`src/rtl/core/tx16fe_pkg.sv`:
```
// Package: constants, codes and types shared by the transmit-request frame encoder.
`default_nettype none

package tx16fe_pkg;

    // Fixed frame bytes
    localparam logic [7:0] START_DELIM = 8'h7E;
    localparam logic [7:0] LEN_HIGH    = 8'h00;
    localparam logic [7:0] API_ID_TX16 = 8'h01;
    localparam logic [7:0] FRAME_ID    = 8'h01;
    localparam logic [7:0] OPTIONS     = 8'h00;
    localparam logic [7:0] LEN_EXTRA   = 8'd5;
    localparam logic [7:0] MAX_PAYLOAD = 8'd250;
    localparam logic [7:0] MIN_PAYLOAD = 8'd1;

    // Command codes carried on the input tuser
    localparam logic CMD_BEGIN = 1'b0;
    localparam logic CMD_DATA  = 1'b1;

    // Output step codes within one item
    localparam int unsigned STEP_W = 3;
    localparam logic [STEP_W-1:0] HDR_DELIM   = 3'd0;
    localparam logic [STEP_W-1:0] HDR_LEN_HI  = 3'd1;
    localparam logic [STEP_W-1:0] HDR_LEN_LO  = 3'd2;
    localparam logic [STEP_W-1:0] HDR_API_ID  = 3'd3;
    localparam logic [STEP_W-1:0] HDR_FRM_ID  = 3'd4;
    localparam logic [STEP_W-1:0] HDR_ADDR_HI = 3'd5;
    localparam logic [STEP_W-1:0] HDR_ADDR_LO = 3'd6;
    localparam logic [STEP_W-1:0] HDR_OPTIONS = 3'd7;
    localparam logic [STEP_W-1:0] STEP_DATA   = 3'd0;
    localparam logic [STEP_W-1:0] STEP_CSUM   = 3'd1;

    typedef struct packed {
        logic        cmd;
        logic [15:0] dest_addr;
        logic [7:0]  payload_len;
        logic [7:0]  data_byte;
    } t_item;

    typedef struct packed {
        logic [7:0] out_byte;
        logic       frame_end;
        logic       error;
        logic       abandoned;
    } t_result;

    typedef struct packed {
        logic       frame_open;
        logic [7:0] bytes_left;
        logic [7:0] sum_acc;
    } t_frame_state;

endpackage

`default_nettype wire

```
`src/rtl/core/tx16fe_byte_sel.sv`:
```
// Byte selector: picks the frame byte for one step of an item and the next frame state.
`default_nettype none

module tx16fe_byte_sel (
    input  tx16fe_pkg::t_item                i_item,
    input  logic [tx16fe_pkg::STEP_W-1:0]    i_step,
    input  tx16fe_pkg::t_frame_state         i_state,
    output tx16fe_pkg::t_result              o_result,
    output logic                             o_last,
    output tx16fe_pkg::t_frame_state         o_state
);
    import tx16fe_pkg::*;

    logic [7:0] len_clamped;
    logic [7:0] sum_next;

    always_comb begin
        if (i_item.payload_len < MIN_PAYLOAD) begin
            len_clamped = MIN_PAYLOAD;
        end else if (i_item.payload_len > MAX_PAYLOAD) begin
            len_clamped = MAX_PAYLOAD;
        end else begin
            len_clamped = i_item.payload_len;
        end
    end

    assign sum_next = i_state.sum_acc + i_item.data_byte;

    always_comb begin
        o_result = '0;
        o_last   = 1'b0;
        o_state  = i_state;
        if (i_item.cmd == CMD_BEGIN) begin
            o_last = (i_step == HDR_OPTIONS);
            case (i_step)
                HDR_DELIM: begin
                    o_result.out_byte  = START_DELIM;
                    o_result.abandoned = i_state.frame_open;
                    // The whole header is known at once, so the state moves here.
                    o_state.frame_open = 1'b1;
                    o_state.bytes_left = len_clamped;
                    o_state.sum_acc    = API_ID_TX16 + FRAME_ID + OPTIONS
                                         + i_item.dest_addr[15:8] + i_item.dest_addr[7:0];
                end
                HDR_LEN_HI:  o_result.out_byte = LEN_HIGH;
                HDR_LEN_LO:  o_result.out_byte = len_clamped + LEN_EXTRA;
                HDR_API_ID:  o_result.out_byte = API_ID_TX16;
                HDR_FRM_ID:  o_result.out_byte = FRAME_ID;
                HDR_ADDR_HI: o_result.out_byte = i_item.dest_addr[15:8];
                HDR_ADDR_LO: o_result.out_byte = i_item.dest_addr[7:0];
                HDR_OPTIONS: o_result.out_byte = OPTIONS;
                default:     o_result.out_byte = OPTIONS;
            endcase
        end else if (!i_state.frame_open) begin
            o_result.error = 1'b1;
            o_last         = 1'b1;
        end else begin
            case (i_step)
                STEP_DATA: begin
                    o_result.out_byte  = i_item.data_byte;
                    o_state.sum_acc    = sum_next;
                    o_state.bytes_left = i_state.bytes_left - 8'd1;
                    o_last             = (i_state.bytes_left != 8'd1);
                end
                STEP_CSUM: begin
                    // The frame stays open with no bytes left until its checksum goes out.
                    o_result.out_byte  = ~i_state.sum_acc;
                    o_result.frame_end = 1'b1;
                    o_last             = 1'b1;
                    o_state.frame_open = 1'b0;
                    o_state.sum_acc    = '0;
                end
                default: begin
                    o_last = 1'b1;
                end
            endcase
        end
    end

endmodule

`default_nettype wire

```
`src/rtl/core/tx16_api_frame_encoder.sv`:
```
// Top level of the 16-bit address transmit-request frame encoder.
//
// The encoder turns a stream of command items into the bytes of radio-modem API
// transmit frames. A begin item (s_axis_tuser = 0) carries the destination address
// and the payload length; it produces eight header bytes: the start delimiter 0x7E,
// the length high byte 0x00, the length low byte (payload count plus five), the API
// id 0x01, the frame id 0x01, the address high and low bytes and the options byte
// 0x00. A payload count of zero is sent as one and a count above 250 as 250. Each
// data item (s_axis_tuser = 1) produces its own byte, and the item carrying the last
// announced payload byte also produces the checksum byte, 0xFF minus the low eight
// bits of the sum from the API id onward, flagged with m_axis_tlast. A data item with
// no frame open produces a single zero byte with the error flag set, and a begin that
// cuts off an open frame flags its delimiter byte as abandoned. The output port
// delivers one byte per cycle while not stalled, so a begin item occupies the block
// for its eight header bytes, a closing data item for two bytes and any other data
// item for one; a following item is taken in the same cycle as the last byte of the
// current one is registered, so data bytes stream at one item per clock unless the output is stalled. An input item
// register feeds a byte selector, whose result lands in the output register; that
// register holds its byte steady while the downstream side stalls, and the item in
// hand waits until the byte has been taken. Reset is synchronous and active low.
`default_nettype none

module tx16_api_frame_encoder (
    input  logic        i_clk,
    input  logic        i_rst_n,
    input  logic        s_axis_tvalid,
    output logic        s_axis_tready,
    input  logic [31:0] s_axis_tdata,  // [15:0] dest_addr, [23:16] payload_len, [31:24] data_byte
    input  logic        s_axis_tuser,  // [0] cmd
    output logic        m_axis_tvalid,
    input  logic        m_axis_tready,
    output logic [7:0]  m_axis_tdata,  // [7:0] out_byte
    output logic        m_axis_tlast,
    output logic [1:0]  m_axis_tuser   // [0] error, [1] abandoned
);
    import tx16fe_pkg::*;

    // Item register: the command currently being turned into bytes.
    t_item              r_item;
    logic               r_item_valid;
    logic [STEP_W-1:0]  r_step;
    logic [STEP_W-1:0]  n_step;
    t_frame_state       r_state;

    // Output register.
    t_result            r_out;
    logic               r_out_valid;

    t_result            sel_result;
    t_frame_state       sel_state;
    logic               sel_last;
    logic               out_free;
    logic               fire;
    logic               in_accept;
    t_item              in_item;

    tx16fe_byte_sel u_byte_sel (
        .i_item   (r_item),
        .i_step   (r_step),
        .i_state  (r_state),
        .o_result (sel_result),
        .o_last   (sel_last),
        .o_state  (sel_state)
    );

    // A byte can be produced whenever the output register is empty or being drained.
    assign out_free      = !r_out_valid || m_axis_tready;
    assign fire          = r_item_valid && out_free;
    assign s_axis_tready = !r_item_valid || (fire && sel_last);
    assign in_accept     = s_axis_tvalid && s_axis_tready;

    assign n_step = sel_last ? HDR_DELIM : r_step + 3'd1;

    always_comb begin
        in_item.cmd         = s_axis_tuser;
        in_item.dest_addr   = s_axis_tdata[15:0];
        in_item.payload_len = s_axis_tdata[23:16];
        in_item.data_byte   = s_axis_tdata[31:24];
    end

    always_ff @(posedge i_clk) begin
        if (!i_rst_n) begin
            r_item_valid <= 1'b0;
            r_step       <= HDR_DELIM;
            r_state      <= '0;
            r_out_valid  <= 1'b0;
        end else begin
            if (in_accept) begin
                r_item_valid <= 1'b1;
            end else if (fire && sel_last) begin
                r_item_valid <= 1'b0;
            end
            if (fire) begin
                r_step      <= n_step;
                r_state     <= sel_state;
                r_out_valid <= 1'b1;
            end else if (m_axis_tready) begin
                r_out_valid <= 1'b0;
            end
        end
    end

    // Payload registers need no reset.
    always_ff @(posedge i_clk) begin
        if (in_accept) begin
            r_item <= in_item;
        end
        if (fire) begin
            r_out <= sel_result;
        end
    end

    assign m_axis_tvalid   = r_out_valid;
    assign m_axis_tdata    = r_out.out_byte;
    assign m_axis_tlast    = r_out.frame_end;
    assign m_axis_tuser[0] = r_out.error;
    assign m_axis_tuser[1] = r_out.abandoned;

endmodule

`default_nettype wire

```
`config.mk`:
```
export PLATFORM = sky130hd
export DESIGN_NAME = tx16_api_frame_encoder
export DESIGN_NICKNAME = d
export VERILOG_FILES = /design/src/rtl/core/tx16fe_pkg.sv /design/src/rtl/core/tx16fe_byte_sel.sv /design/src/rtl/core/tx16_api_frame_encoder.sv
export SDC_FILE = /design/constraint.sdc
export NUM_CORES = 1
export LEC_CHECK = 0
export BUFFER_PORTS_ARGS = -buffer_cell sky130_fd_sc_hd__buf_2
export CAP_MARGIN = 20
export CORE_MARGIN = 4
export CORE_UTILIZATION = 63
export DETAILED_ROUTE_END_ITERATION = 10
export PLACE_DENSITY = 0.86
export SLEW_MARGIN = 5
export SYNTH_ARGS = -nofsm -noshare
export SYNTH_HDL_FRONTEND = slang
export SYNTH_SLANG_ARGS = --single-unit
export TNS_END_PERCENT = 50
```
`constraint.sdc`:
```
create_clock -name i_clk -period 5.86 [get_ports i_clk]
set_clock_uncertainty 0.15 [all_clocks]
set_input_delay 1.172 -clock i_clk [delete_from_list [all_inputs] [get_ports i_clk]]
set_output_delay 1.172 -clock i_clk [all_outputs]
set_load 0.005 [all_outputs]
```
Word level (Yosys, flattened, before mapping)
Index checks and enable logic that the tools add are counted.
Word-level totals
  register bits: 66
  input port bits: 37
  word-level logic and storage cells: 75
Cells by class
  $add $sub $neg: 6
  magnitude comparators: 2
  eq/ne operators: 11
  multiplexer cells: 22
  bitwise logic cells: 2
  reductions and logical operators: 18
Operators by type and width (count)
  17-bit two-way mux: 3
  8-bit case mux with 6 select lines: 1
  8-bit two-way mux: 4
  8-bit case mux with 2 select lines: 2
  8-bit adder: 2
  3-bit == test, second input constant: 4
  1-bit two-way mux: 10
  9-bit two-way mux: 1
  2-bit by 8-bit adder with 8-bit output, first input constant: 1
  8-bit by 3-bit adder with 8-bit output, second input constant: 1
  8-bit > comparator, second input constant: 1
  8-bit by 1-bit < comparator with 1-bit output, second input constant: 1
  8-bit by 1-bit != test with 1-bit output, second input constant: 1
  8-bit NOT: 1
  4-bit AND reduction: 2
  8-bit by 1-bit subtractor with 8-bit output, second input constant: 1
  3-bit by 2-bit == test with 1-bit output, second input constant: 2
  2-bit nonzero test: 3
  2-bit OR reduction: 3
  2-bit by 1-bit != test with 1-bit output, second input constant: 2
  2-bit AND reduction: 2
  3-bit by 1-bit adder with 3-bit output, second input constant: 1
  3-bit by 1-bit == test with 1-bit output, second input constant: 1
  1-bit logical AND: 3
  6 further kinds: 8

Depth between registers and ports, before layout
Gate-level depths: netlist of run 1.
  depth after elaboration: 8
  mapped depth: 11
  gate-level depth less buffers: 11

By module
From an unflattened synthesis of run 1, not the netlist that was laid out.
Unflattened totals
  cell total of the unflattened synthesis: 431
  area, all modules: 4071.4 µm²
By module, submodules not included
  tx16_api_frame_encoder: times used 1, cells each 149, area an instance 2238.4 µm², seq. area each 1761.7 µm²
  tx16fe_byte_sel: times used 1, cells each 282, area an instance 1833.0 µm², seq. area each 0.0 µm²

Worst setup path before layout of run 1
Ideal clock, no wire load.
  path type: in2reg
  start point: input m_axis_tready
  end point: register r_item[0] (netlist name) (enable)
  library setup time: 434 ps
  data arrival time: 3025 ps
  path slack: 2251 ps
  stages: 3
  buffers on the path: 0
  cell sequence: nand2b_4 -> nand3_2 -> a21oi_1
Between the ends
  longest elaborated chain between the ends: 5
RTL lines
  start: declaration: RTL line tx16_api_frame_encoder.sv:31  | input logic m_axis_tready,
  1-bit logical OR: RTL line tx16_api_frame_encoder.sv:67  | assign out_free = !r_out_valid || m_axis_tready;
  1-bit logical AND: RTL line tx16_api_frame_encoder.sv:68  | assign fire = r_item_valid && out_free;
  1-bit logical AND: RTL line tx16_api_frame_encoder.sv:69  | assign s_axis_tready = !r_item_valid || (fire && sel_last);
  1-bit logical OR: RTL line tx16_api_frame_encoder.sv:69
  1-bit logical AND: RTL line tx16_api_frame_encoder.sv:70  | assign in_accept = s_axis_tvalid && s_axis_tready;
  named net in_accept: RTL line tx16_api_frame_encoder.sv:54  | logic in_accept;
  end signal: assignment: RTL line tx16_api_frame_encoder.sv:106  | r_item <= in_item;
  end: declaration: RTL line tx16_api_frame_encoder.sv:39  | t_item r_item;
The timed path passes the listed nets, and every way through them passes these cells.
A chain may end at the register's enable or synchronous reset.

Worst setup path after layout of run 1
  start point: register r_item[32] (netlist name)
  end point: output s_axis_tready
Between the ends
  longest elaborated chain between the ends: 3
RTL lines
  1-bit two-way mux: RTL line tx16fe_byte_sel.sv:33  | if (i_item.cmd == CMD_BEGIN) begin
  1-bit logical AND: RTL line tx16_api_frame_encoder.sv:69
  1-bit logical OR: RTL line tx16_api_frame_encoder.sv:69
  end: declaration: RTL line tx16_api_frame_encoder.sv:27  | output logic s_axis_tready,
No other way between the ends.

==> results of run 1 <==
per-stage QoR:
step	instance area, um2	power (W)	setup WS, ns	std cells
after floorplan	3924	0.0007128	2.251	358
after global placement	4174	0.0007623	2.788	465
after detailed placement	4174	0.0007702	2.754	465
after CTS	4338	0.001095	2.364	481
after global routing	4338	0.001154	2.226	481
final	4338	0.001092	2.294	481
synth_stat cells, types with 4 or more instances:
| cell | instances |
|---|---|
| edfxtp_1 | 44 |
| ha_1 | 28 |
| inv_1 | 25 |
| a21oi_1 | 22 |
| dfxtp_1 | 22 |
| a22oi_1 | 19 |
| nor2_1 | 17 |
| o21ai_0 | 14 |
| nand2_1 | 12 |
| a21o_1 | 8 |
| buf_2 | 8 |
| o22ai_1 | 8 |
| xnor2_1 | 8 |
| a22o_1 | 6 |
| o21ai_1 | 6 |
| xor2_1 | 6 |
| nor2b_1 | 5 |
| nor3_1 | 5 |
| a211oi_1 | 4 |
| a31oi_1 | 4 |
| clkbuf_1 | 4 |
| nand2b_1 | 4 |
| nor3b_1 | 4 |
| o211a_1 | 4 |
flip-flops by register name, indices dropped and copies added (netlist names):
name / flops
m_axis_tdata: 8
m_axis_tvalid: 1
r_item_valid: 1
m_axis_tuser: 2
m_axis_tlast: 1
r_step: 3
r_item: 33
r_state: 17
how the worst min path moves through the flow:
stage	endpoint	slack, ns	depth (start not counted)
2_1_floorplan	r_state[0]	0.34	2
3_3_place_gp	r_state[0]	0.35	2
3_5_place_dp	r_state[0]	0.37	2
4_1_cts	r_state[0]	0.37	2
5_1_grt	r_state[0]	0.38	2
6_report	r_state[0]	0.38	2
logic make-up after synthesis:
group / count (synthesis) / share of synthesized area (%)
compound gates: 126 / 23.50
simple gates: 78 / 13.23
flops: 66 / 44.90
buf+inv: 43 / 5.038
fa+ha+maj: 30 / 9.949
xor+xnor: 14 / 3.125
mux: 1 / 0.2551
cell usage in the layout (no fill, tap or decap), types with 4 or more instances in the layout:
master / instances
a211oi_1: 4
a21o_1: 8
a21oi_1: 21
a22o_1: 6
a22oi_1: 19
a31oi_1: 4
buf_2: 49
clkbuf_8: 10
dfxtp_1: 22
edfxtp_1: 44
ha_1: 28
inv_1: 25
nand2_1: 12
nand2b_1: 4
nor2_1: 17
nor2b_1: 5
nor3_1: 5
nor3b_1: 4
o211a_1: 4
o21ai_0: 14
o21ai_1: 6
o22ai_1: 8
xnor2_1: 8
xor2_1: 6
per-layer routing:
layer  global-route usage [%]  vias to the layer above
met3                    5.582                       20
met4                    9.348                        0
li1                         -                     1447
met5                        0                        -
met1                    33.15                     1431
met2                    36.23                      153
critical path: stages, from the launching register on:
cell and delay, ns:
edfxtp_1 0.95, and2_1 0.40, nand4_2 0.17, nand3_2 0.14
nand2_1 0.09, buf_2 0.15
area by class of cell:
type | count | area, um2 | share of cell area (%)
Multi-Input combinational cell | 249 | 1976 | 45.54
Tap cell | 75 | 93.84 | 2.163
Sequential cell | 66 | 1762 | 40.61
Clock buffer | 13 | 148.9 | 3.432
Timing Repair Buffer | 49 | 245.2 | 5.653
Inverter | 26 | 97.59 | 2.250
Clock inverter | 3 | 15.01 | 0.3461
report_power, final:
group	switching, W	internal (W)	total (W)
logic	0.000118	0.0000912	0.000209
clock network	0.000162	0.000163	0.000325
registers	0.0000281	0.000530	0.000558
total	0.000308	0.000784	0.00109
==> run_results.csv, run 1 <==
group,metric,value,unit
drt,wl_per_cell,17.56,um
cts,cts_root_buffer,"clkbuf_8",
cts,cts_resized,0,
drt,drc,0,
cts,clockBufferDepth,2,
finish,fillers,432,
place,dp_hpwl,6304,um
critical_path,reg2reg_depth,4,
finish,insertedDiodeCount,0,
cts,clk_latency,0.34,ns
yosys,synthesis.instances,358,
global_routing,grt_first_pass_wirelength,13730,um
yosys,synth_top_cell_area_share,33.67,%
timing,rsz0062_at_grt,"false",
drt,drt-met1-wl,3601,um
global_routing,grt_pass1_vias,2782,
timing,finalMaxSlewViolations,0,
die,die_h,86.92,um
drt,vias,3051,
pwr,power_density,251.7,mW/mm2
yosys,avgSynthCellArea,10.96,um2
drt,routed_via_density,6.343,
timing,worst_pin_slew,1.008,ns
cts,holdBufCountCts,0,
drt,route.met3.wl,755,um
timing,post-route-period-util,60.85,%
cts,cts_tree,"yes",
drt,postRouteAntennaNets,0,
place,gp_congestion,0.9815,
place,io_buffers,49,
yosys,synth_edf_count,44,
drt,first_pass_iters,5,
run,max_cap_viol_count,0,
critical_path,arrival,2.24,ns
yosys,synth_top_area_cell,"edfxtp_1",
timing,slew-limit-headroom,32.67,%
min_path,hold_class,"flop to flop",
finish,areaGrowthSynthToFinish,10.55,%
yosys,synthArstFlopShare,0,%
critical_path,r2r-start,"r_item[32]",
pwr,irDropWorstVdd,0.1963,mV
yosys,yosysWarnings,0,
die,core_area,0.005991,mm2
die,die_width,86.92,um
finish,final_util,72.41,%
yosys,synthDistinctLibCells,70,
cts,cts_setup_buffers,0,
min_path,min_from,"r_state[0]",
drt,dr_wl_met2,3873,um
die,num_rows,28,
timing,finalSetupViolations,0,
cts,clk_transition_reported_paths,0.07,ns
global_routing,overflow,0,
critical_path,r2r_setup_slack,3.05,ns
pwr,p_leak,1.819,nW
yosys,ys_seq_area_share,44.90,%
yosys,synth_area_leaders,"edfxtp_1 (34%), dfxtp_1 (11%), ha_1 (8.9%), a22oi_1 (3.6%), a21oi_1 (2.8%)",
yosys,syn_area,0.003924,mm2
timing,finalCriticalPeriod,3.566,ns
critical_path,crit_path_end_kind,"primary output",
finish,layout.nets,468,
cts,cts_inserted_buffers,9,
die,dieArea,0.007555,mm2
timing,hold-worst-slack,0.3764,ns
yosys,synth_nets,425,
cts,ctsHtreeMaxLevel,3,
critical_path,r2r_end,"r_item[0]",
critical_path,path_max_fanout,28,
drt,drtIter0Drc,340,
die,start_util,65.50,%
critical_path,crit_type,"flop to primary output",
timing,finalHoldViolCount,0,
drt,highest_layer,"met4",
global_routing,antenna_found_initial,0,
timing,fmax,280.4,MHz
cts,clock-sinks,66,
global_routing,grt_use_total,23.87,%
yosys,synth-seq-cells,66,
yosys,ys.flop_type,"edfxtp_1",
drt,wl,8446,um
critical_path,worstPathRequired,4.54,ns
status,status,"completed",
die,pin_count,50,
timing,tns,0,ns
finish,drive_gt1_share,22.41,%
global_routing,grt_start_max_net_pins,34,
critical_path,critPathLaunch,"r_item[32]",
critical_path,crit_path_start_kind,"flop",
critical_path,crit_path_end,"s_axis_tready",
(Power assumes the default switching activity.)
==> run 2: changes to the inputs <==
--- a/config.mk
+++ b/config.mk
@@ -5,12 +5,13 @@
 export SDC_FILE = /design/constraint.sdc
 export NUM_CORES = 1
 export LEC_CHECK = 0
+export ABC_AREA = 1
 export BUFFER_PORTS_ARGS = -buffer_cell sky130_fd_sc_hd__buf_2
 export CAP_MARGIN = 20
 export CORE_MARGIN = 4
-export CORE_UTILIZATION = 63
+export CORE_UTILIZATION = 58
 export DETAILED_ROUTE_END_ITERATION = 10
-export PLACE_DENSITY = 0.86
+export PLACE_DENSITY = 0.8
 export SLEW_MARGIN = 5
 export SYNTH_ARGS = -nofsm -noshare
 export SYNTH_HDL_FRONTEND = slang
==> constraint.sdc (replaced) <==
create_clock -name i_clk -period 3.3 [get_ports i_clk]
set_clock_uncertainty 0.15 [all_clocks]
set_input_delay 0.66 -clock i_clk [delete_from_list [all_inputs] [get_ports i_clk]]
set_output_delay 0.66 -clock i_clk [all_outputs]
set_load 0.005 [all_outputs]
==> run 2 against run 1 <==
  * Die area up 5.0%
  * Sequential share of layout area down 0.14 points
  * Cell area up 0.35%
  * Combinational power up 86%
  * Largest power group unchanged
==> run_results.csv, run 2 <==
group,metric,value,unit
finish,fillers,511,
finish,drive_gt1_share,15.88,%
min_path,hold_class,"input port to flop",
cts,holdBufCountCts,0,
place,place_ws,0.5665,ns
cts,clock-sinks,66,
die,dieArea,0.007932,mm2
finish,fin_cells,587,
timing,rsz0062_at_grt,"false",
timing,finalHoldViolCount,0,
global_routing,grt_use_total,22.84,%
yosys,synthDistinctLibCells,40,
finish,final_util,68.55,%
yosys,synth_top_family_by_area,"simple AND/OR/NAND/NOR gates",
drt,postRouteAntennaNets,0,
timing,setup_slack,0.5083,ns
yosys,yosys.area_share.simple,20.26,%
yosys,yosysWarnings,0,
finish,largest-register,"r_item",
drt,wl_per_cell,14.39,um
timing,finalCriticalPeriod,2.792,ns
pwr,pwr-share-comb,19.0,%
timing,worst_pin_slew,0.5546,ns
global_routing,grt_first_pass_wirelength,13610,um
timing,slew-limit-headroom,62.99,%
timing,post-route-period-util,84.60,%
drt,routed_via_density,5.542,
global_routing,overflow,0,
drt,first_pass_iters,5,
critical_path,cpPeakStageDelay,0.36,ns
die,core_area,0.006350,mm2
finish,insertedDiodeCount,0,
cts,cts_root_buffer,"clkbuf_8",
pwr,netSwitchingFraction,29.52,%
yosys,synth_most_common_cell,"nand2_1",
yosys,synth_nets,515,
yosys,synthArstFlopShare,0,%
critical_path,worstPathRequired,2.49,ns
die,pin_count,50,
cts,cts_setup_buffers,0,
yosys,avgSynthCellArea,8.507,um2
cts,clk_latency,0.35,ns
critical_path,crit_path_end_kind,"primary output",
critical_path,crit_family,"simple AND/OR/NAND/NOR gates",
critical_path,crit_type,"flop to primary output",
yosys,synth_top_cell_area_share,34.67,%
drt,drtIter0Drc,251,
critical_path,arrival,1.98,ns
yosys,ys.flop_type,"edfxtp_1",
yosys,synthesis.instances,448,
min_path,min_from,"s_axis_tdata[22]",
timing,fmax,358.2,MHz
die,num_rows,29,
yosys,synth_area_leaders,"edfxtp_1 (35%), dfxtp_1 (12%), nand2_1 (9.6%), ha_1 (9.2%), inv_1 (6.7%)",
cts,cts_inserted_buffers,9,
cts,clk_transition_reported_paths,0.08,ns
critical_path,crit_chain,"inv_1 > ha_1 > nand2_2 > nor3_4 > a21oi_1 > nand2_1 > nand2_1 > buf_2",
yosys,syn_area,0.003811,mm2
place,dp_cells,571,
finish,largest_register_ffs,33,
critical_path,path_buf_inv,2,
timing,finalSetupViolations,0,
global_routing,antenna_found_initial,0,
critical_path,critPathLaunch,"r_step[0]",
cts,cts_resized,0,
timing,hold-worst-slack,0.3274,ns
critical_path,crit_path_frequent_cell,"nand2_1",
die,start_util,60.02,%
yosys,synth_fa_ha_area_share,10.24,%
cts,cts_tree,"yes",
yosys,synthMuxAreaShare,0,%
global_routing,grt_start_max_net_pins,25,
drt,drc,0,
pwr,p_leak,2.008,nW
pwr,power_frac_seq,48.6,%
pwr,switchingPower,0.0006036,W
yosys,synth_compound_area_share,14.18,%
place,io_buffers,49,
yosys,ys_seq_area_share,46.22,%
critical_path,cp_slowest_cell,"dfxtp_1",
pwr,p_clk_share,32.5,%
yosys,synth-seq-cells,66,
status,status,"completed",
place,gp_congestion,0.8956,
finish,areaGrowthSynthToFinish,14.22,%
cts,ctsHtreeMaxLevel,3,
critical_path,path_max_fanout,9,
die,die_width,89.06,um
yosys,synth_top_area_cell,"edfxtp_1",
finish,final_common_cell,"nand2_1",
run,max_cap_viol_count,0,
pwr,irDropWorstVdd,0.3838,mV
timing,tns,0,ns
pwr,power_density,469.8,mW/mm2
place,dp_hpwl,6482,um
drt,vias,3253,
yosys,synthXorXnorAreaFrac,1.149,%
critical_path,crit_path_start_kind,"flop",
yosys,yosys-top-cells-count,"nand2_1 (97), inv_1 (68), edfxtp_1 (44)",
critical_path,r2r-start,"r_step[0]",
yosys,synth_edf_count,44,
global_routing,grt_pass1_vias,2981,
pwr,p_int,0.001441,W
finish,layout.nets,572,
die,die_h,89.06,um
drt,wl,8448,um
cts,clockBufferDepth,2,
timing,finalMaxSlewViolations,0,
finish,final_cell_mix,"nand2_1 (97), inv_1 (68), buf_2 (49)",
-- run 2: final timing paths --
path	to	slack [ns]	depth (start not counted)
setup / recovery	s_axis_tready	0.51	8
hold reg to reg	r_state[14]	0.37	2
setup reg to reg	r_item[28]	0.82	8
hold / removal	r_item[14]	0.33	1
-- run 2: layout make-up --
cell class	instances	area (um2)	area share [%]
flip-flops and latches	66	1762	40.47
inverters	72	270.3	6.209
clock buffers	9	123.9	2.846
well taps	77	96.34	2.213
multi-input cells	305	1758	40.39
clock inverters	7	70.07	1.610
repair buffers	51	272.8	6.266
-- run 2: kinds of logic (layout without fill, tap and decap cells) --
group                      count (synthesis)  count (layout)
and+or+nand+nor                          177             177
AOI/OAI and AO/OA                         93              93
buffers and inverters                     77             139
DFF                                       66              66
adders and majority gates                 30              30
xor gates and xnor gates                   5               5
-- run 2: power by group through the flow --
stage | Clock, W | Sequential, W | Combinational [W]
final | 0.000664 | 0.000993 | 0.000388
after global routing | 0.000716 | 0.000999 | 0.000441
after CTS | 0.000681 | 0.000992 | 0.000384
after detailed placement | 0 | 0.00101 | 0.000381
after global placement | 0 | 0.00101 | 0.000369
after floorplan | 0 | 0.00100 | 0.000273
-- run 2: metrics by stage --
stage / instance area (um2) / power (W)
4_1_cts: 4353 / 0.002058
3_3_place_gp: 4159 / 0.001377
5_1_grt: 4353 / 0.002156
6_report: 4353 / 0.002045
3_5_place_dp: 4159 / 0.001391
2_1_floorplan: 3815 / 0.001272
-- run 2: per-layer routing --
metal | global-route usage [%] | part of all wire (%)
met1 | 30.76 | 45
met2 | 36.03 | 47
met3 | 5.438 | 6.3
met4 | 8.525 | 1.5
met5 | 0 | 0
==> run 3: changes to the inputs <==
--- a/config.mk
+++ b/config.mk
@@ -5,13 +5,13 @@
 export SDC_FILE = /design/constraint.sdc
 export NUM_CORES = 1
 export LEC_CHECK = 0
-export ABC_AREA = 1
+export ABC_AREA = 0
 export BUFFER_PORTS_ARGS = -buffer_cell sky130_fd_sc_hd__buf_2
 export CAP_MARGIN = 20
 export CORE_MARGIN = 4
-export CORE_UTILIZATION = 58
+export CORE_UTILIZATION = 53
 export DETAILED_ROUTE_END_ITERATION = 10
-export PLACE_DENSITY = 0.8
+export PLACE_DENSITY = 0.77
 export SLEW_MARGIN = 5
 export SYNTH_ARGS = -nofsm -noshare
 export SYNTH_HDL_FRONTEND = slang
==> constraint.sdc (replaced) <==
create_clock -name i_clk -period 2.36 [get_ports i_clk]
set_clock_uncertainty 0.15 [all_clocks]
set_input_delay 0.472 -clock i_clk [delete_from_list [all_inputs] [get_ports i_clk]]
set_output_delay 0.472 -clock i_clk [all_outputs]
set_load 0.005 [all_outputs]
==> run 3 against run 2 <==
  * Non-clock buffer count is 20 higher
  * Critical path type is now flop to flop
  * Count of clock-buffer cells in the layout rose by 2
  * Combinational power up 52%
  * Power up 42%
  * Critical endpoint is now m_axis_tdata[6]
  * Highest routed layer unchanged
  * Wire length grew 5.5%
  * Sequential share of layout area down 2.7 points
==> run_results.csv, run 3 (synthesized netlist as in run 1, its figures left out) <==
group,metric,value,unit
finish,final_common_cell,"buf_2",
cts,holdBufCountCts,0,
critical_path,crit_path_end_kind,"flop",
timing,setup_slack,0.05490,ns
pwr,irDropWorstVdd,0.4833,mV
cts,clk_latency,0.35,ns
status,status,"completed",
timing,finalCriticalPeriod,2.305,ns
finish,final_cell_mix,"buf_2 (49), edfxtp_1 (44), ha_1 (24)",
cts,clk_transition_reported_paths,0.07,ns
global_routing,overflow,0,
cts,clockBufferDepth,2,
place,postPlaceCellArea,0.004359,mm2
place,place_ws,0.03743,ns
critical_path,path_max_fanout,5,
global_routing,grt_use_total,20.64,%
drt,wl,8909,um
die,dieArea,0.008844,mm2
timing,fmax,433.8,MHz
die,core_area,0.007214,mm2
die,start_util,54.39,%
drt,first_pass_iters,4,
global_routing,antenna_found_initial,0,
critical_path,r2r_setup_slack,0.05,ns
pwr,p_leak,1.952,nW
finish,largest_register_ffs,33,
die,die_h,94.04,um
drt,routed_via_density,5.858,
die,die_width,94.04,um
cts,ctsHtreeMaxLevel,3,
min_path,hold_class,"input port to flop",
critical_path,crit_type,"flop to flop",
global_routing,grt_first_pass_wirelength,14020,um
timing,worst_pin_slew,0.5647,ns
place,gp_congestion,0.9465,
place,dp_hpwl,6620,um
critical_path,worstPathRequired,2.29,ns
global_routing,grt_start_max_net_pins,30,
finish,largest-register,"r_item",
drt,drtIter0Drc,188,
place,io_buffers,49,
timing,post-route-period-util,97.67,%
cts,cts_inserted_buffers,9,
drt,postRouteAntennaNets,0,
timing,finalHoldViolCount,0,
finish,stdcell_area,0.004676,mm2
timing,slew-limit-headroom,62.15,%
cts,clock-sinks,66,
critical_path,arrival,2.24,ns
cts,cts_tree,"yes",
critical_path,crit_path_start_kind,"flop",
pwr,power_density,622.0,mW/mm2
finish,areaGrowthSynthToFinish,19.16,%
cts,cts_root_buffer,"clkbuf_8",
run,max_cap_viol_count,0,
global_routing,grt_pass1_vias,2829,
die,num_rows,31,
finish,insertedDiodeCount,0,
drt,wl_per_cell,16.91,um
drt,drc,0,
pwr,fin_total_pwr,0.002908,W
die,pin_count,50,
timing,finalSetupViolations,0,
critical_path,reg2reg_depth,8,
drt,vias,3087,
min_path,hold_depth,1,
timing,rsz0062_at_grt,"true",
finish,drive_gt1_share,30.84,%
finish,layout.nets,490,
timing,finalMaxSlewViolations,0,
[run 3: worst max-delay path, stage by stage, from the launching register on]
cell      delay [ns]
edfxtp_1        0.49
and3_4          0.24
a41o_1          0.25
ha_1            0.23
nor2_1          0.10
nor3_1          0.05
a21o_1          0.16
a221oi_2        0.26
o22ai_1         0.11
[run 3: cell type report]
| class | count | area [um2] |
|---|---|---|
| fillers | 574 | 2539 |
| multi-input cells | 249 | 2054 |
| flip-flops and latches | 66 | 1765 |
| repair buffers | 71 | 435.4 |
| clock buffers | 11 | 141.4 |
| well taps | 99 | 123.9 |
| inverters | 26 | 100.1 |
| clock inverters | 5 | 55.05 |
[run 3: path summary, 6_finish.rpt]
| kind | from | endpoint |
|---|---|---|
| max | r_item[11] | m_axis_tdata[6] |
| min | s_axis_tdata[12] | r_item[28] |
| max reg2reg | r_item[11] | m_axis_tdata[6] |
| min reg2reg | r_state[0] | r_state[0] |
[run 3: where the power goes]
part           total (W)  internal (W)  switching (W)  leakage (nW)
registers        0.00138       0.00131      0.0000617         0.606
clock network   0.000944      0.000513       0.000431        0.0953
logic           0.000588      0.000270       0.000318          1.25
total            0.00291       0.00210       0.000811          1.95
[run 3: routing by layer]
metal	part of all wire [%]	up-vias	routed length, um	GRT usage (%)
li1	-	1492	-	-
met1	45	1467	4018	29.69
met2	46	115	4141	30.28
met3	6.8	13	602	3.926
met4	1.7	0	147	8.785
met5	0	-	0	0
[run 3: timing repair]
action | 4_1_cts | 5_1_grt
setup endpoints to repair | 1 | 6
pin swaps | 0 | 6
setup buffers | 1 | 4
resized for setup | 6 | 16
hold endpoints to repair | 0 | 0
[run 3: through the flow]
step	hold slack [ns]	cells	utilization, %	TNS [ns]
5_1_grt	0.1265	527	64.81	-0.03242
4_1_cts	0.1337	523	63.60	0
6_report	0.1453	527	64.81	0
2_1_floorplan	0.3442	358	-	0
3_3_place_gp	0.3564	506	60.42	0
3_5_place_dp	0.3705	506	60.42	0
